File: config.mk
export PLATFORM = sky130hd
export DESIGN_NAME = easing_tween_table_flat
export DESIGN_NICKNAME = d
export VERILOG_FILES = /design/src/design/ett_pkg.sv /design/src/design/ett_req_if.sv /design/src/design/ett_rsp_if.sv /design/src/design/easing_tween_table.sv /design/src/design/ett_front.sv /design/src/design/ett_back.sv /design/src/flat_wrapper.sv
export SDC_FILE = /design/constraint.sdc
export NUM_CORES = 2
export LEC_CHECK = 0
export BUFFER_PORTS_ARGS = -buffer_cell sky130_fd_sc_hd__buf_2
export CORE_ASPECT_RATIO = 1.2
export CORE_MARGIN = 2
export CORE_UTILIZATION = 45
export DETAILED_ROUTE_END_ITERATION = 8
export GPL_ROUTABILITY_DRIVEN = 0
export PLACE_DENSITY = 0.59
export SETUP_SLACK_MARGIN = 0.3
export SYNTH_ARGS = -nofsm -noshare
export SYNTH_HDL_FRONTEND = slang
export SYNTH_SLANG_ARGS = --single-unit
export TNS_END_PERCENT = 5
File: constraint.sdc
create_clock -name clk -period 11.3 [get_ports clk]
set_clock_uncertainty 0.15 [all_clocks]
set_input_delay 1.13 -clock clk [delete_from_list [all_inputs] [get_ports clk]]
set_output_delay 1.13 -clock clk [all_outputs]
set_load 0.005 [all_outputs]
File: src/design/ett_pkg.sv
// Shared types and constants of the tween table.
package ett_pkg;

  localparam logic [1:0] KIND_CREATE = 2'd0;
  localparam logic [1:0] KIND_TICK   = 2'd1;
  localparam logic [1:0] KIND_EVAL   = 2'd2;
  localparam logic [1:0] KIND_UNUSED = 2'd3;

  localparam logic [1:0] RSP_CREATED   = 2'd0;
  localparam logic [1:0] RSP_FULL      = 2'd1;
  localparam logic [1:0] RSP_FINISHED  = 2'd2;
  localparam logic [1:0] RSP_EVALUATED = 2'd3;

  localparam logic [1:0] MODE_LINEAR = 2'd0;
  localparam logic [1:0] MODE_IN     = 2'd1;
  localparam logic [1:0] MODE_OUT    = 2'd2;
  localparam logic [1:0] MODE_INOUT  = 2'd3;

  localparam logic [16:0] ONE_Q16      = 17'h10000;
  localparam logic [17:0] TWO_Q16      = 18'h20000;
  localparam logic [16:0] HALF_Q16     = 17'h08000;
  localparam logic signed [15:0] VALUE_ONE = 16'sd256;
  localparam int QUEUE_DEPTH = 2;

  typedef struct packed {
    logic [1:0]         kind;
    logic [1:0]         mode;
    logic signed [15:0] start_value;
    logic signed [15:0] final_value;
    logic [15:0]        duration;
    logic [15:0]        delta;
    logic [15:0]        handle;
  } item_t;

  typedef enum logic [3:0] {
    S_IDLE,
    S_CREATE,
    S_TICK_UPD,
    S_TICK_EMIT,
    S_REMOVE,
    S_EVAL_SCAN,
    S_DIV,
    S_MUL,
    S_FRAC,
    S_SCALE,
    S_EVAL_OUT,
    S_MISS
  } state_t;

endpackage

File: src/design/ett_req_if.sv
// Request channel of the tween table.
interface ett_req_if;
  logic               valid;
  logic               ready;
  logic [1:0]         kind;
  logic [1:0]         mode;
  logic signed [15:0] start_value;
  logic signed [15:0] final_value;
  logic [15:0]        duration;
  logic [15:0]        delta;
  logic [15:0]        handle;

  modport source(output valid, kind, mode, start_value, final_value, duration, delta, handle,
                 input ready);
  modport sink(input valid, kind, mode, start_value, final_value, duration, delta, handle,
               output ready);
endinterface

File: src/design/ett_rsp_if.sv
// Result channel of the tween table.
interface ett_rsp_if;
  logic               valid;
  logic               ready;
  logic [1:0]         kind_out;
  logic [15:0]        handle_out;
  logic signed [15:0] value;
  logic               found;
  logic               last;

  modport source(output valid, kind_out, handle_out, value, found, last, input ready);
  modport sink(input valid, kind_out, handle_out, value, found, last, output ready);
endinterface

File: src/design/easing_tween_table.sv
// The back end serves one request at a time; eval uses a 32-step divider.
// Tick walks every slot to update it; if any finished, it walks them all again to report,
// then once more top-down for removal; else it goes straight back to idle.
// Requests queue two deep ahead of the back end; results leave through a register.
// Synchronous reset empties the table and sets the handle counter to one.
module easing_tween_table #(
  parameter int ENTRIES = 16
) (
  input  logic  clk,
  input  logic  rst,
  ett_req_if.sink   req,
  ett_rsp_if.source rsp
);

  logic           q_valid;
  logic           q_pop;
  ett_pkg::item_t q_item;

  ett_front u_front (
    .clk     (clk),
    .rst     (rst),
    .req     (req),
    .q_valid (q_valid),
    .q_item  (q_item),
    .q_pop   (q_pop)
  );

  ett_back #(.ENTRIES(ENTRIES)) u_back (
    .clk     (clk),
    .rst     (rst),
    .q_valid (q_valid),
    .q_item  (q_item),
    .q_pop   (q_pop),
    .rsp     (rsp)
  );

endmodule

File: src/design/ett_front.sv
// Front end: takes requests, drops unused kinds, queues the rest.
module ett_front (
  input  logic             clk,
  input  logic             rst,
  ett_req_if.sink          req,
  output logic             q_valid,
  output ett_pkg::item_t   q_item,
  input  logic             q_pop
);

  ett_pkg::item_t    fifo [ett_pkg::QUEUE_DEPTH];
  logic [0:0]        wptr;
  logic [0:0]        rptr;
  logic [1:0]        fill;
  logic              push;
  ett_pkg::item_t    in_item;

  assign req.ready = (fill != 2'(ett_pkg::QUEUE_DEPTH));
  assign push      = req.valid && req.ready && (req.kind != ett_pkg::KIND_UNUSED);
  assign q_valid   = (fill != 2'd0);
  assign q_item    = fifo[rptr];

  always_comb begin
    in_item.kind        = req.kind;
    in_item.mode        = req.mode;
    in_item.start_value = req.start_value;
    in_item.final_value = req.final_value;
    in_item.duration    = req.duration;
    in_item.delta       = req.delta;
    in_item.handle      = req.handle;
  end

  always_ff @(posedge clk) begin
    if (push) begin
      fifo[wptr] <= in_item;
    end
    if (rst) begin
      wptr <= '0;
      rptr <= '0;
      fill <= '0;
    end else begin
      if (push) begin
        wptr <= wptr + 1'b1;
      end
      if (q_pop) begin
        rptr <= rptr + 1'b1;
      end
      fill <= fill + {1'b0, push} - {1'b0, q_pop};
    end
  end

endmodule

File: src/design/ett_back.sv
// Back end: tween table, tick walk, removal and eased evaluation.
module ett_back #(
  parameter int ENTRIES = 16
) (
  input  logic             clk,
  input  logic             rst,
  input  logic             q_valid,
  input  ett_pkg::item_t   q_item,
  output logic             q_pop,
  ett_rsp_if.source        rsp
);

  localparam int IW = (ENTRIES > 1) ? $clog2(ENTRIES) : 1;
  localparam int CW = $clog2(ENTRIES + 1);

  ett_pkg::state_t state, state_next;
  ett_pkg::item_t  cmd;

  logic [15:0]        e_handle   [ENTRIES];
  logic [1:0]         e_mode     [ENTRIES];
  logic signed [15:0] e_start    [ENTRIES];
  logic signed [15:0] e_final    [ENTRIES];
  logic [15:0]        e_duration [ENTRIES];
  logic [15:0]        e_elapsed  [ENTRIES];
  logic [ENTRIES-1:0] done;

  logic [CW-1:0] count;
  logic [CW-1:0] idx;
  logic [CW-1:0] kcnt;
  logic [CW-1:0] top;
  logic [CW-1:0] jdx;
  logic [15:0]   next_handle;

  logic [IW-1:0] rd_addr;
  logic [15:0]   r_handle;
  logic [15:0]   r_elapsed;
  logic [15:0]   r_duration;
  logic [16:0]   sum;
  logic          fin;

  logic [1:0]         ev_mode;
  logic signed [15:0] ev_start;
  logic signed [15:0] ev_final;
  logic [15:0]        ev_duration;
  logic [31:0]        dq;
  logic [16:0]        drem;
  logic [4:0]         dcnt;
  logic [17:0]        dtry;
  logic               dge;
  logic [16:0]        t;
  logic [16:0]        s;
  logic [16:0]        mul_a;
  logic [17:0]        mul_b;
  logic [5:0]         mul_sh;
  logic               mul_add;
  logic [34:0]        prod;
  logic [5:0]         sh;
  logic               addhi;
  logic [34:0]        prod_adj;
  logic [16:0]        frac;
  logic signed [16:0] diff;
  logic signed [34:0] scaled;

  logic        ofree;
  logic        emit;
  logic [1:0]  o_kind;
  logic [15:0] o_handle;
  logic signed [15:0] o_value;
  logic        o_found;
  logic        o_last;
  logic        is_full;

  logic        ovalid;
  logic [1:0]  rkind;
  logic [15:0] rhandle;
  logic signed [15:0] rvalue;
  logic        rfound;
  logic        rlast;

  assign top     = count - 1'b1;
  assign jdx     = idx - 1'b1;
  assign rd_addr = (state == ett_pkg::S_REMOVE) ? top[IW-1:0] : idx[IW-1:0];
  assign r_handle   = e_handle[rd_addr];
  assign r_elapsed  = e_elapsed[rd_addr];
  assign r_duration = e_duration[rd_addr];
  assign sum = {1'b0, r_elapsed} + {1'b0, cmd.delta};
  assign fin = (sum >= {1'b0, r_duration});
  assign is_full = (count == CW'(ENTRIES));
  assign ofree = !ovalid || rsp.ready;

  // restoring divider step
  assign dtry = {drem, dq[31]} ;
  assign dge  = ({1'b0, dtry} >= {3'b000, ev_duration});

  always_comb begin
    if (ev_duration == 16'd0 || dq > {15'd0, ett_pkg::ONE_Q16}) begin
      t = ett_pkg::ONE_Q16;
    end else begin
      t = dq[16:0];
    end
  end

  assign s = {t[15:0], 1'b0} - ett_pkg::ONE_Q16;

  always_comb begin
    mul_a   = t;
    mul_b   = 18'd1;
    mul_sh  = 6'd0;
    mul_add = 1'b0;
    unique case (ev_mode)
      ett_pkg::MODE_LINEAR: begin
        mul_b = 18'd1;
      end
      ett_pkg::MODE_IN: begin
        mul_b  = {1'b0, t};
        mul_sh = 6'd16;
      end
      ett_pkg::MODE_OUT: begin
        mul_b  = ett_pkg::TWO_Q16 - {1'b0, t};
        mul_sh = 6'd16;
      end
      ett_pkg::MODE_INOUT: begin
        if (t < ett_pkg::HALF_Q16) begin
          mul_b  = {1'b0, t};
          mul_sh = 6'd15;
        end else begin
          mul_a   = s;
          mul_b   = ett_pkg::TWO_Q16 - {1'b0, s};
          mul_sh  = 6'd17;
          mul_add = 1'b1;
        end
      end
      default: begin
        mul_b = 18'd1;
      end
    endcase
  end

  assign prod_adj = addhi ? (prod + 35'h100000000) : prod;
  assign diff     = 17'(ev_final) - 17'(ev_start);

  // next state
  always_comb begin
    state_next = state;
    unique case (state)
      ett_pkg::S_IDLE: begin
        if (q_valid) begin
          priority case (q_item.kind)
            ett_pkg::KIND_CREATE: state_next = ett_pkg::S_CREATE;
            ett_pkg::KIND_TICK:   state_next = ett_pkg::S_TICK_UPD;
            ett_pkg::KIND_EVAL:   state_next = (q_item.handle == 16'd0) ?
                                               ett_pkg::S_MISS : ett_pkg::S_EVAL_SCAN;
            default:              state_next = ett_pkg::S_IDLE;
          endcase
        end
      end
      ett_pkg::S_CREATE:
        if (ofree) state_next = ett_pkg::S_IDLE;
      ett_pkg::S_TICK_UPD:
        if (idx == count) begin
          state_next = (kcnt == '0) ? ett_pkg::S_IDLE : ett_pkg::S_TICK_EMIT;
        end
      ett_pkg::S_TICK_EMIT:
        if (idx == count) state_next = ett_pkg::S_REMOVE;
      ett_pkg::S_REMOVE:
        if (idx == '0) state_next = ett_pkg::S_IDLE;
      ett_pkg::S_EVAL_SCAN: begin
        if (idx == count) begin
          state_next = ett_pkg::S_MISS;
        end else if (r_handle == cmd.handle) begin
          state_next = ett_pkg::S_DIV;
        end
      end
      ett_pkg::S_DIV:
        if (dcnt == 5'd31) state_next = ett_pkg::S_MUL;
      ett_pkg::S_MUL:   state_next = ett_pkg::S_FRAC;
      ett_pkg::S_FRAC:  state_next = ett_pkg::S_SCALE;
      ett_pkg::S_SCALE: state_next = ett_pkg::S_EVAL_OUT;
      ett_pkg::S_EVAL_OUT, ett_pkg::S_MISS:
        if (ofree) state_next = ett_pkg::S_IDLE;
      default: state_next = ett_pkg::S_IDLE;
    endcase
  end

  // outputs
  always_comb begin
    q_pop    = 1'b0;
    emit     = 1'b0;
    o_kind   = ett_pkg::RSP_CREATED;
    o_handle = 16'd0;
    o_value  = 16'sd0;
    o_found  = 1'b0;
    o_last   = 1'b1;
    unique case (state)
      ett_pkg::S_IDLE: q_pop = q_valid;
      ett_pkg::S_CREATE: begin
        emit     = ofree;
        o_kind   = is_full ? ett_pkg::RSP_FULL : ett_pkg::RSP_CREATED;
        o_handle = is_full ? 16'd0 : next_handle;
      end
      ett_pkg::S_TICK_EMIT: begin
        emit     = ofree && (idx != count) && done[idx[IW-1:0]];
        o_kind   = ett_pkg::RSP_FINISHED;
        o_handle = r_handle;
        o_last   = (kcnt == CW'(1));
      end
      ett_pkg::S_EVAL_OUT: begin
        emit     = ofree;
        o_kind   = ett_pkg::RSP_EVALUATED;
        o_handle = cmd.handle;
        o_value  = ev_start + scaled[31:16];
        o_found  = 1'b1;
      end
      ett_pkg::S_MISS: begin
        emit     = ofree;
        o_kind   = ett_pkg::RSP_EVALUATED;
        o_handle = cmd.handle;
        o_value  = ett_pkg::VALUE_ONE;
      end
      default: emit = 1'b0;
    endcase
  end

  always_ff @(posedge clk) begin
    if (q_pop) begin
      cmd <= q_item;
    end
    if (state == ett_pkg::S_CREATE && ofree && !is_full) begin
      e_handle[count[IW-1:0]]   <= next_handle;
      e_mode[count[IW-1:0]]     <= cmd.mode;
      e_start[count[IW-1:0]]    <= cmd.start_value;
      e_final[count[IW-1:0]]    <= cmd.final_value;
      e_duration[count[IW-1:0]] <= cmd.duration;
      e_elapsed[count[IW-1:0]]  <= 16'd0;
    end
    if (state == ett_pkg::S_TICK_UPD && idx != count) begin
      e_elapsed[idx[IW-1:0]] <= fin ? r_duration : sum[15:0];
    end
    if (state == ett_pkg::S_REMOVE && idx != '0 && done[jdx[IW-1:0]]) begin
      e_handle[jdx[IW-1:0]]   <= e_handle[rd_addr];
      e_mode[jdx[IW-1:0]]     <= e_mode[rd_addr];
      e_start[jdx[IW-1:0]]    <= e_start[rd_addr];
      e_final[jdx[IW-1:0]]    <= e_final[rd_addr];
      e_duration[jdx[IW-1:0]] <= r_duration;
      e_elapsed[jdx[IW-1:0]]  <= r_elapsed;
    end
    if (state == ett_pkg::S_EVAL_SCAN && idx != count && r_handle == cmd.handle) begin
      ev_mode     <= e_mode[rd_addr];
      ev_start    <= e_start[rd_addr];
      ev_final    <= e_final[rd_addr];
      ev_duration <= r_duration;
      dq          <= {r_elapsed, 16'd0};
      drem        <= 17'd0;
    end
    if (state == ett_pkg::S_DIV) begin
      drem <= dge ? 17'(dtry - {2'b00, ev_duration}) : dtry[16:0];
      dq   <= {dq[30:0], dge};
    end
    if (state == ett_pkg::S_MUL) begin
      prod  <= 35'(mul_a * mul_b);
      sh    <= mul_sh;
      addhi <= mul_add;
    end
    if (state == ett_pkg::S_FRAC) begin
      frac <= 17'(prod_adj >> sh);
    end
    if (state == ett_pkg::S_SCALE) begin
      scaled <= 35'(diff * $signed({1'b0, frac}));
    end
    if (emit) begin
      rkind   <= o_kind;
      rhandle <= o_handle;
      rvalue  <= o_value;
      rfound  <= o_found;
      rlast   <= o_last;
    end

    if (rst) begin
      state       <= ett_pkg::S_IDLE;
      count       <= '0;
      idx         <= '0;
      kcnt        <= '0;
      dcnt        <= '0;
      next_handle <= 16'd1;
      done        <= '0;
      ovalid      <= 1'b0;
    end else begin
      state <= state_next;
      if (emit) begin
        ovalid <= 1'b1;
      end else if (rsp.ready) begin
        ovalid <= 1'b0;
      end
      unique case (state)
        ett_pkg::S_IDLE: begin
          idx  <= '0;
          kcnt <= '0;
          dcnt <= '0;
        end
        ett_pkg::S_CREATE: begin
          if (ofree && !is_full) begin
            count       <= count + 1'b1;
            next_handle <= (next_handle == 16'hFFFF) ? 16'd1 : next_handle + 16'd1;
          end
        end
        ett_pkg::S_TICK_UPD: begin
          if (idx == count) begin
            idx <= '0;
          end else begin
            done[idx[IW-1:0]] <= fin;
            kcnt <= kcnt + CW'(fin);
            idx  <= idx + 1'b1;
          end
        end
        ett_pkg::S_TICK_EMIT: begin
          if (idx != count) begin
            if (!done[idx[IW-1:0]]) begin
              idx <= idx + 1'b1;
            end else if (ofree) begin
              idx  <= idx + 1'b1;
              kcnt <= kcnt - 1'b1;
            end
          end
        end
        ett_pkg::S_REMOVE: begin
          if (idx != '0) begin
            idx <= jdx;
            // slots above jdx are already clear, so the moved entry is never finished
            if (done[jdx[IW-1:0]]) begin
              done[jdx[IW-1:0]] <= 1'b0;
              count <= top;
            end
          end
        end
        ett_pkg::S_EVAL_SCAN: begin
          if (idx != count && r_handle != cmd.handle) begin
            idx <= idx + 1'b1;
          end
        end
        ett_pkg::S_DIV: dcnt <= dcnt + 5'd1;
        default: dcnt <= dcnt;
      endcase
    end
  end

  assign rsp.valid      = ovalid;
  assign rsp.kind_out   = rkind;
  assign rsp.handle_out = rhandle;
  assign rsp.value      = rvalue;
  assign rsp.found      = rfound;
  assign rsp.last       = rlast;

  a_count_bound: assert property (@(posedge clk) disable iff (rst)
    count <= CW'(ENTRIES)) else $error("entry count above table size");
  a_handle_nonzero: assert property (@(posedge clk) disable iff (rst)
    next_handle != 16'd0) else $error("handle counter reached zero");
  a_full_keeps: assert property (@(posedge clk) disable iff (rst)
    (state == ett_pkg::S_CREATE && is_full) |=> (count == $past(count)))
    else $error("full table changed on create");
  a_idle_clean: assert property (@(posedge clk) disable iff (rst)
    (state == ett_pkg::S_IDLE) |-> (done == '0))
    else $error("finished flags left after removal");

endmodule
File: src/flat_wrapper.sv
// flat-port wrapper written by rule: the top's interface ports become plain ports
module easing_tween_table_flat 
#(
  parameter int ENTRIES = 16
)
  (clk, rst, req_valid, req_kind, req_mode, req_start_value, req_final_value, req_duration, req_delta, req_handle, req_ready, rsp_valid, rsp_kind_out, rsp_handle_out, rsp_value, rsp_found, rsp_last, rsp_ready);
  ett_req_if req_i ();
  ett_rsp_if rsp_i ();
  input  logic clk;
  input  logic rst;
  input wire logic [$bits(req_i.valid)-1:0] req_valid;
  input wire logic [$bits(req_i.kind)-1:0] req_kind;
  input wire logic [$bits(req_i.mode)-1:0] req_mode;
  input wire logic [$bits(req_i.start_value)-1:0] req_start_value;
  input wire logic [$bits(req_i.final_value)-1:0] req_final_value;
  input wire logic [$bits(req_i.duration)-1:0] req_duration;
  input wire logic [$bits(req_i.delta)-1:0] req_delta;
  input wire logic [$bits(req_i.handle)-1:0] req_handle;
  output wire logic [$bits(req_i.ready)-1:0] req_ready;
  output wire logic [$bits(rsp_i.valid)-1:0] rsp_valid;
  output wire logic [$bits(rsp_i.kind_out)-1:0] rsp_kind_out;
  output wire logic [$bits(rsp_i.handle_out)-1:0] rsp_handle_out;
  output wire logic [$bits(rsp_i.value)-1:0] rsp_value;
  output wire logic [$bits(rsp_i.found)-1:0] rsp_found;
  output wire logic [$bits(rsp_i.last)-1:0] rsp_last;
  input wire logic [$bits(rsp_i.ready)-1:0] rsp_ready;
  assign req_i.valid = req_valid;
  assign req_i.kind = req_kind;
  assign req_i.mode = req_mode;
  assign req_i.start_value = req_start_value;
  assign req_i.final_value = req_final_value;
  assign req_i.duration = req_duration;
  assign req_i.delta = req_delta;
  assign req_i.handle = req_handle;
  assign req_ready = req_i.ready;
  assign rsp_valid = rsp_i.valid;
  assign rsp_kind_out = rsp_i.kind_out;
  assign rsp_handle_out = rsp_i.handle_out;
  assign rsp_value = rsp_i.value;
  assign rsp_found = rsp_i.found;
  assign rsp_last = rsp_i.last;
  assign rsp_i.ready = rsp_ready;
  easing_tween_table #(.ENTRIES(ENTRIES)) u_core (.clk(clk), .rst(rst), .req(req_i), .rsp(rsp_i));
endmodule
# ---- After elaboration in Yosys (flattened, before gate mapping)
# Memory sizes are Yosys's and may differ from the RTL's. A register that Yosys moved wholly into a read port is not among the register bits.
# Cells that the tools add are included.
dict set report word_totals {
  register_bits 369
  ramBits 1480
  output_inout_bits 38
  elab_cells 266
  n_memories 7
}
# memory depth word_bits read_ports rd_ports_with_merged_regs wr line_no
set mem_list {}
lappend mem_list {u_core.u_back.e_duration 16 16 1 0 1 ett_back.sv:23} ;# logic [15:0] e_duration [ENTRIES];
lappend mem_list {u_core.u_back.e_elapsed 16 16 1 0 1 ett_back.sv:24} ;# logic [15:0] e_elapsed [ENTRIES];
lappend mem_list {u_core.u_back.e_final 16 16 1 0 1 ett_back.sv:22} ;# logic signed [15:0] e_final [ENTRIES];
lappend mem_list {u_core.u_back.e_handle 16 16 1 0 1 ett_back.sv:19} ;# logic [15:0] e_handle [ENTRIES];
lappend mem_list {u_core.u_back.e_start 16 16 1 0 1 ett_back.sv:21} ;# logic signed [15:0] e_start [ENTRIES];
lappend mem_list {u_core.u_front.fifo 2 84 1 1 1 ett_front.sv:11} ;# ett_pkg::item_t fifo [ett_pkg::QUEUE_DEPTH];
lappend mem_list {{+1 memories} n/a n/a n/a n/a n/a n/a}
dict set report op_classes {
  addsub 20
  mul 2
  n_lt_le_gt_ge 8
  eq_ne 42
  n_shift 1
  mux 100
  bitwise 2
  reduce_logical 51
}
# operator n
set ops {}
lappend ops {{$mux 16} 12}
lappend ops {{$mux 17} 6}
lappend ops {{$reduce_or 16->1} 6}
lappend ops {{$pmux 18 s4} 1}
lappend ops {{$mux 5} 14}
lappend ops {{$mux 4} 17}
lappend ops {{$mux 32} 2}
lappend ops {{$pmux 16 s2} 2}
lappend ops {{$pmux 16 s3} 1}
lappend ops {{$pmux 4 s10} 1}
lappend ops {{$sub 18x17->18 const A} 2}
lappend ops {{$add 35x33->35 const B} 1}
lappend ops {{$mul 17x18->35} 1}
lappend ops {{$mux 35} 1}
lappend ops {{$shr 35x6->17} 1}
lappend ops {{$gt 32x17->1 const B} 1}
lappend ops {{$logic_not 16->1} 2}
lappend ops {{$mul 17x18->32} 1}
lappend ops {{$pmux 5 s2} 3}
lappend ops {{$mux 1} 27}
lappend ops {{$pmux 5 s5} 1}
lappend ops {{$ne 2x2->1 const B} 10}
lappend ops {{$ge 18x16->1} 1}
lappend ops {{$mux 18} 1}
lappend ops {{other kinds (57)} 111}

# ---- Logic depth before layout (Yosys ltp)
dict set report logic_depth {
  depth_word 10
  mapped_depth 40
}

# ---- By module
# Synthesis repeated with hierarchy kept, for this count alone.
dict set report unflattened {
  hier_cells 6886
  hier_area_um2 95193.8
}
# module instances cells_each area_per_inst_um2 seq_area_each_um2
set modules_own_cells {}
lappend modules_own_cells {ett_back 1 6597 88857.7 49217.2}
lappend modules_own_cells {ett_front 1 289 6336.1 5144.9}

# ---- Worst setup path before layout
# No wires, ideal clock.
dict set report synth_timing {
  path_kind {register to register}
  start {reg u_core.u_back.dq[8]}
  end {reg u_core.u_back.prod[34] (data pin)}
  t_arrival_ns 9.224
  path_slack_ns 1.658
  stages_incl_launch_ff 39
  n_path_buf 4
  period_less_slack_ns 9.642
  cell_sequence {edfxtp_1 clkbuf_1 or3_1 or4_1 o41ai_1 nor2b_1 buf_2 buf_1 nand2_1 ha_1 and2_1 a31oi_1 o21ai_0 nand2_1 o21ai_0 nand2b_1 clkbuf_1 nor2_1 (+3 left out) fa_1 inv_1 fa_1 fa_1 inv_1 fa_1 inv_1 ha_1 a211oi_1 o21a_1 o22ai_1 o41ai_1 o211ai_1 a31oi_1 o21ai_0 and2_1 o41ai_1 xnor2_1}
}
dict set report synth_between {
  elab_chain_cells 8
  elab_cells_between_ends 12
  cone_classes {3 x add/sub; 1 x mul; 2 x order compare; 5 x mux; 1 x reduce/logical}
}
# element line_no
set synth_rtl {}
lappend synth_rtl {{from (decl)} ett_back.sv:45} ;# logic [31:0] dq;
lappend synth_rtl {{from (signal assigned)} ett_back.sv:252} ;# dq <= {r_elapsed, 16'd0};
lappend synth_rtl {{from (signal assigned)} ett_back.sv:257} ;# dq <= {dq[30:0], dge};
lappend synth_rtl {{$gt 32x17->1} ett_back.sv:96} ;# if (ev_duration == 16'd0 || dq > {15'd0, ett_pkg::ONE_Q16}) begin
lappend synth_rtl {{$logic_or 1x1->1} ett_back.sv:96}
lappend synth_rtl {{$mux 17 (*)} ett_back.sv:96}
lappend synth_rtl {{$sub 17x17->17} ett_back.sv:103} ;# assign s = {t[15:0], 1'b0} - ett_pkg::ONE_Q16;
lappend synth_rtl {{$sub 18x17->18} ett_back.sv:128} ;# mul_b = ett_pkg::TWO_Q16 - {1'b0, s};
lappend synth_rtl {{$mux 18} ett_back.sv:123} ;# if (t < ett_pkg::HALF_Q16) begin
lappend synth_rtl {{$pmux 18 s4} ett_back.sv:110} ;# unique case (ev_mode)
lappend synth_rtl {{$mul 17x18->35 (*)} ett_back.sv:260} ;# prod <= 35'(mul_a * mul_b);
lappend synth_rtl {{to (signal assigned)} ett_back.sv:260}
lappend synth_rtl {{to (decl)} ett_back.sv:56} ;# logic [34:0] prod;
# Every way passes the cells marked *; elsewhere a longest branch is shown, timed or not.
# A chain may end at the register's enable or synchronous reset.

# ---- Worst setup path in the final report
# Same ends and word-level chain as after synthesis.

==> flow_summary.ini <==
[timing]
fin_crit_sh = 0.922
tns_ns = 0
worst_slew_pin_slew_ns = 1.35
max_slew_margin = 0.0970
setup_ws_ns = 0.879
rsz0062_at_grt = yes
finalSetupViolCount = 0
hold_violations = 0
post-route-min-period_ns = 10.42
finalMaxSlewViolations = 0
fmax_mhz = 96.0

[floorplanning]
rows = 184
io_pins = 126
core-area_um2 = 210000
die_h_um = 508
die_x_um = 424
initial_core_util = 0.453
die-area_um2 = 215000

[setup_path]
critical_path_class = register to register
crit_start = u_core.u_back.dq[8]$_SDFFCE_PN0P_
cp.required_ns = 11.72
cp_common_cell = fa_1
critPathBufInv = 3
cp-start-kind = register
cpMaxStageDelayCell = nor2_1
rr_startpoint = u_core.u_back.dq[8]$_SDFFCE_PN0P_
cp_max_fo = 14
cpLargestDelayFamily = adder cells
cp-end-kind = register
arrival_ns = 10.84
slowest_delay_ns = 0.65

[placed_design]
hpwl_um = 159000
dp_slack_ns = 0.567
io_buffers = 125
placed_cells = 9733

[logic_synthesis]
synth_area_um2 = 95200
ys.flop_type = edfxtp_1
synth_xor_xnor_area_share = 0.0128
synth_top_family_by_area = adder cells
ys_async_sr_fraction = 0
yosys.area.top_type = edfxtp_1
synth-edff-count = 1769
syn_avg_cell_area_um2 = 13.7
synth_fa_ha_area_frac = 0.140
synth_compound_area_frac = 0.0472
ys_seq_area_frac = 0.571
synth_top_area_frac = 0.558
yosys-top-cells-area = edfxtp_1 (56%), fa_1 (9.8%), mux4_2 (7.2%), ha_1 (4.2%), nand2_1 (4.0%)
yosysUniqueCellTypes = 87
synth_mux_area_frac = 0.0945
synth_warnings = 0
postSynthCellCount = 6960
synthSimpleGateAreaFrac = 0.0942
synth-seq-cells = 1831

[clock_tree]
post_cts_resized = 0
cts_buffers = 177
postCtsSetupBuffers = 0
clk-insertion-delay-late_ns = 0.84
clk_pin_slew_ns = 0.06
cts_hold_buf = 0
cts_tree = done
cts.path.max_buffers = 3
numClockSinks = 1831
h-tree-depth = 4
cts-root-buf = clkbuf_16

[grt]
grt_pass1_wl_um = 370000
grt_max_degree = 132
grt_pass1_vias = 58400
grtUsageTotal = 0.229
antenna_found_initial = 8
grt_overflow = 0

[detailed_routing]
drcViolationCount = 0
routedWlPerCell_um = 24.5
ant_nets = 0
finalWirelength_um = 246000
vias = 57100
dr.pass1.iters = 8
via_per_inst = 5.67
drt_iter0_drc = 4891

[layout]
multi_input_area_um2 = 37300
final_nets = 7994
drive_gt1_frac = 0.142
fillCellCount = 18000
fin_cells = 10100
syn2layout_area_growth_pct = 10.7
seq_area_um2 = 54400

[outcome]
status = finished clean

[min_path]
min_path_type = register to register
hp-start = u_core.u_back.dcnt[3]$_SDFFE_PP0P_

[job]
maxCapViolations = 0

[pwr]
peakVddDrop_mv = 0.342
leakage_nw = 39.6
p_per_area_nw_per_um2 = 244
total_power_mw = 25.7
[path summary, 6_finish.rpt]
kind	endpoint	slack [ns]	cells after the start
max	u_core.u_back.prod[34]$_DFFE_PP_	0.88	33
min	u_core.u_back.dcnt[3]$_SDFFE_PP0P_	0.32	1
max reg2reg	u_core.u_back.prod[34]$_DFFE_PP_	0.88	33
min reg2reg	u_core.u_back.dcnt[3]$_SDFFE_PP0P_	0.32	1
[cell type report]
type / instances / share of cell area
diodes: 4 / 0.0000950
clock buffers: 220 / 0.0444
clock inverters: 103 / 0.00938
inverters: 657 / 0.0234
multi-input cells: 4155 / 0.355
flip-flops and latches: 1831 / 0.516
well taps: 2790 / 0.0331
repair buffers: 300 / 0.0190
[cell usage in the layout (no fill, tap or decap), types with 112 or more instances in the layout]
cell	count
ha_1	318
o21ai_0	117
a21oi_1	165
edfxtp_1	1769
buf_4	170
inv_1	657
fa_1	466
clkbuf_16	178
nand2_1	1023
mux4_2	306
buf_2	125
nor2_1	387
and2_1	112
[stage by stage]
stage               instance area [µm²]  utilization  hold slack, ns
global route                     105000        0.502           0.293
CTS                              105000        0.502           0.257
detailed placement                99600        0.475           0.309
floorplan                         95200            -           0.279
global placement                  99600        0.475           0.291
finish                           105000        0.502           0.324
[synthesized netlist by cell type (19+ instances only)]
cell      number
nor2_1       413
or3_1         19
nand2b_1      46
clkbuf_1     234
ha_1         318
o21ai_0      117
nand3_1       76
buf_2         52
mux2i_1      108
and3_1       109
buf_1         31
or2_2         27
edfxtp_1    1769
nor2b_1       56
a31oi_1      108
dfxtp_1       62
a211oi_1      22
a21o_1        49
a32oi_1       27
mux2_2        89
xnor2_1       77
and2_1       112
nand4_1       24
inv_1        657
o22ai_1       21
fa_1         466
nor3_1        67
xor2_1        59
mux4_2       306
o21a_1        25
a21oi_1      167
nand2_1     1024
[cells by family after synthesis]
| logic type | after synthesis |
|---|---|
| buffers and inverters | 987 |
| muxes | 504 |
| DFF | 1831 |
| adders and majority gates | 784 |
| xor gates and xnor gates | 137 |
| AOI/OAI and AO/OA | 693 |
| and+or+nand+nor | 2022 |
| other | 2 |
[routing by layer]
metal  wire [µm]  GRT usage  share of wire
met1      105000      0.319           0.43
met2      119000      0.378           0.48
met3       14400     0.0297          0.058
met4        7000     0.0670          0.028
met5          19          0       0.000077
[power breakdown]
part / switching, mW / internal (mW)
clock network: 2.59 / 3.20
registers: 0.235 / 8.55
logic: 6.89 / 4.25
[sequential cells by signal (all words and copies together) (netlist names), 17 cells and up, named ones only]
register	flops
u_core.u_back.cmd	82
u_core.u_back.dq	32
u_core.u_back.drem	17
u_core.u_back.e_duration	256
u_core.u_back.e_elapsed	256
u_core.u_back.e_final	256
u_core.u_back.e_handle	256
u_core.u_back.e_mode	32
u_core.u_back.e_start	256
u_core.u_back.frac	17
u_core.u_back.prod	35
u_core.u_front.fifo	168
Note: power is estimated with default switching activity, not from simulation.
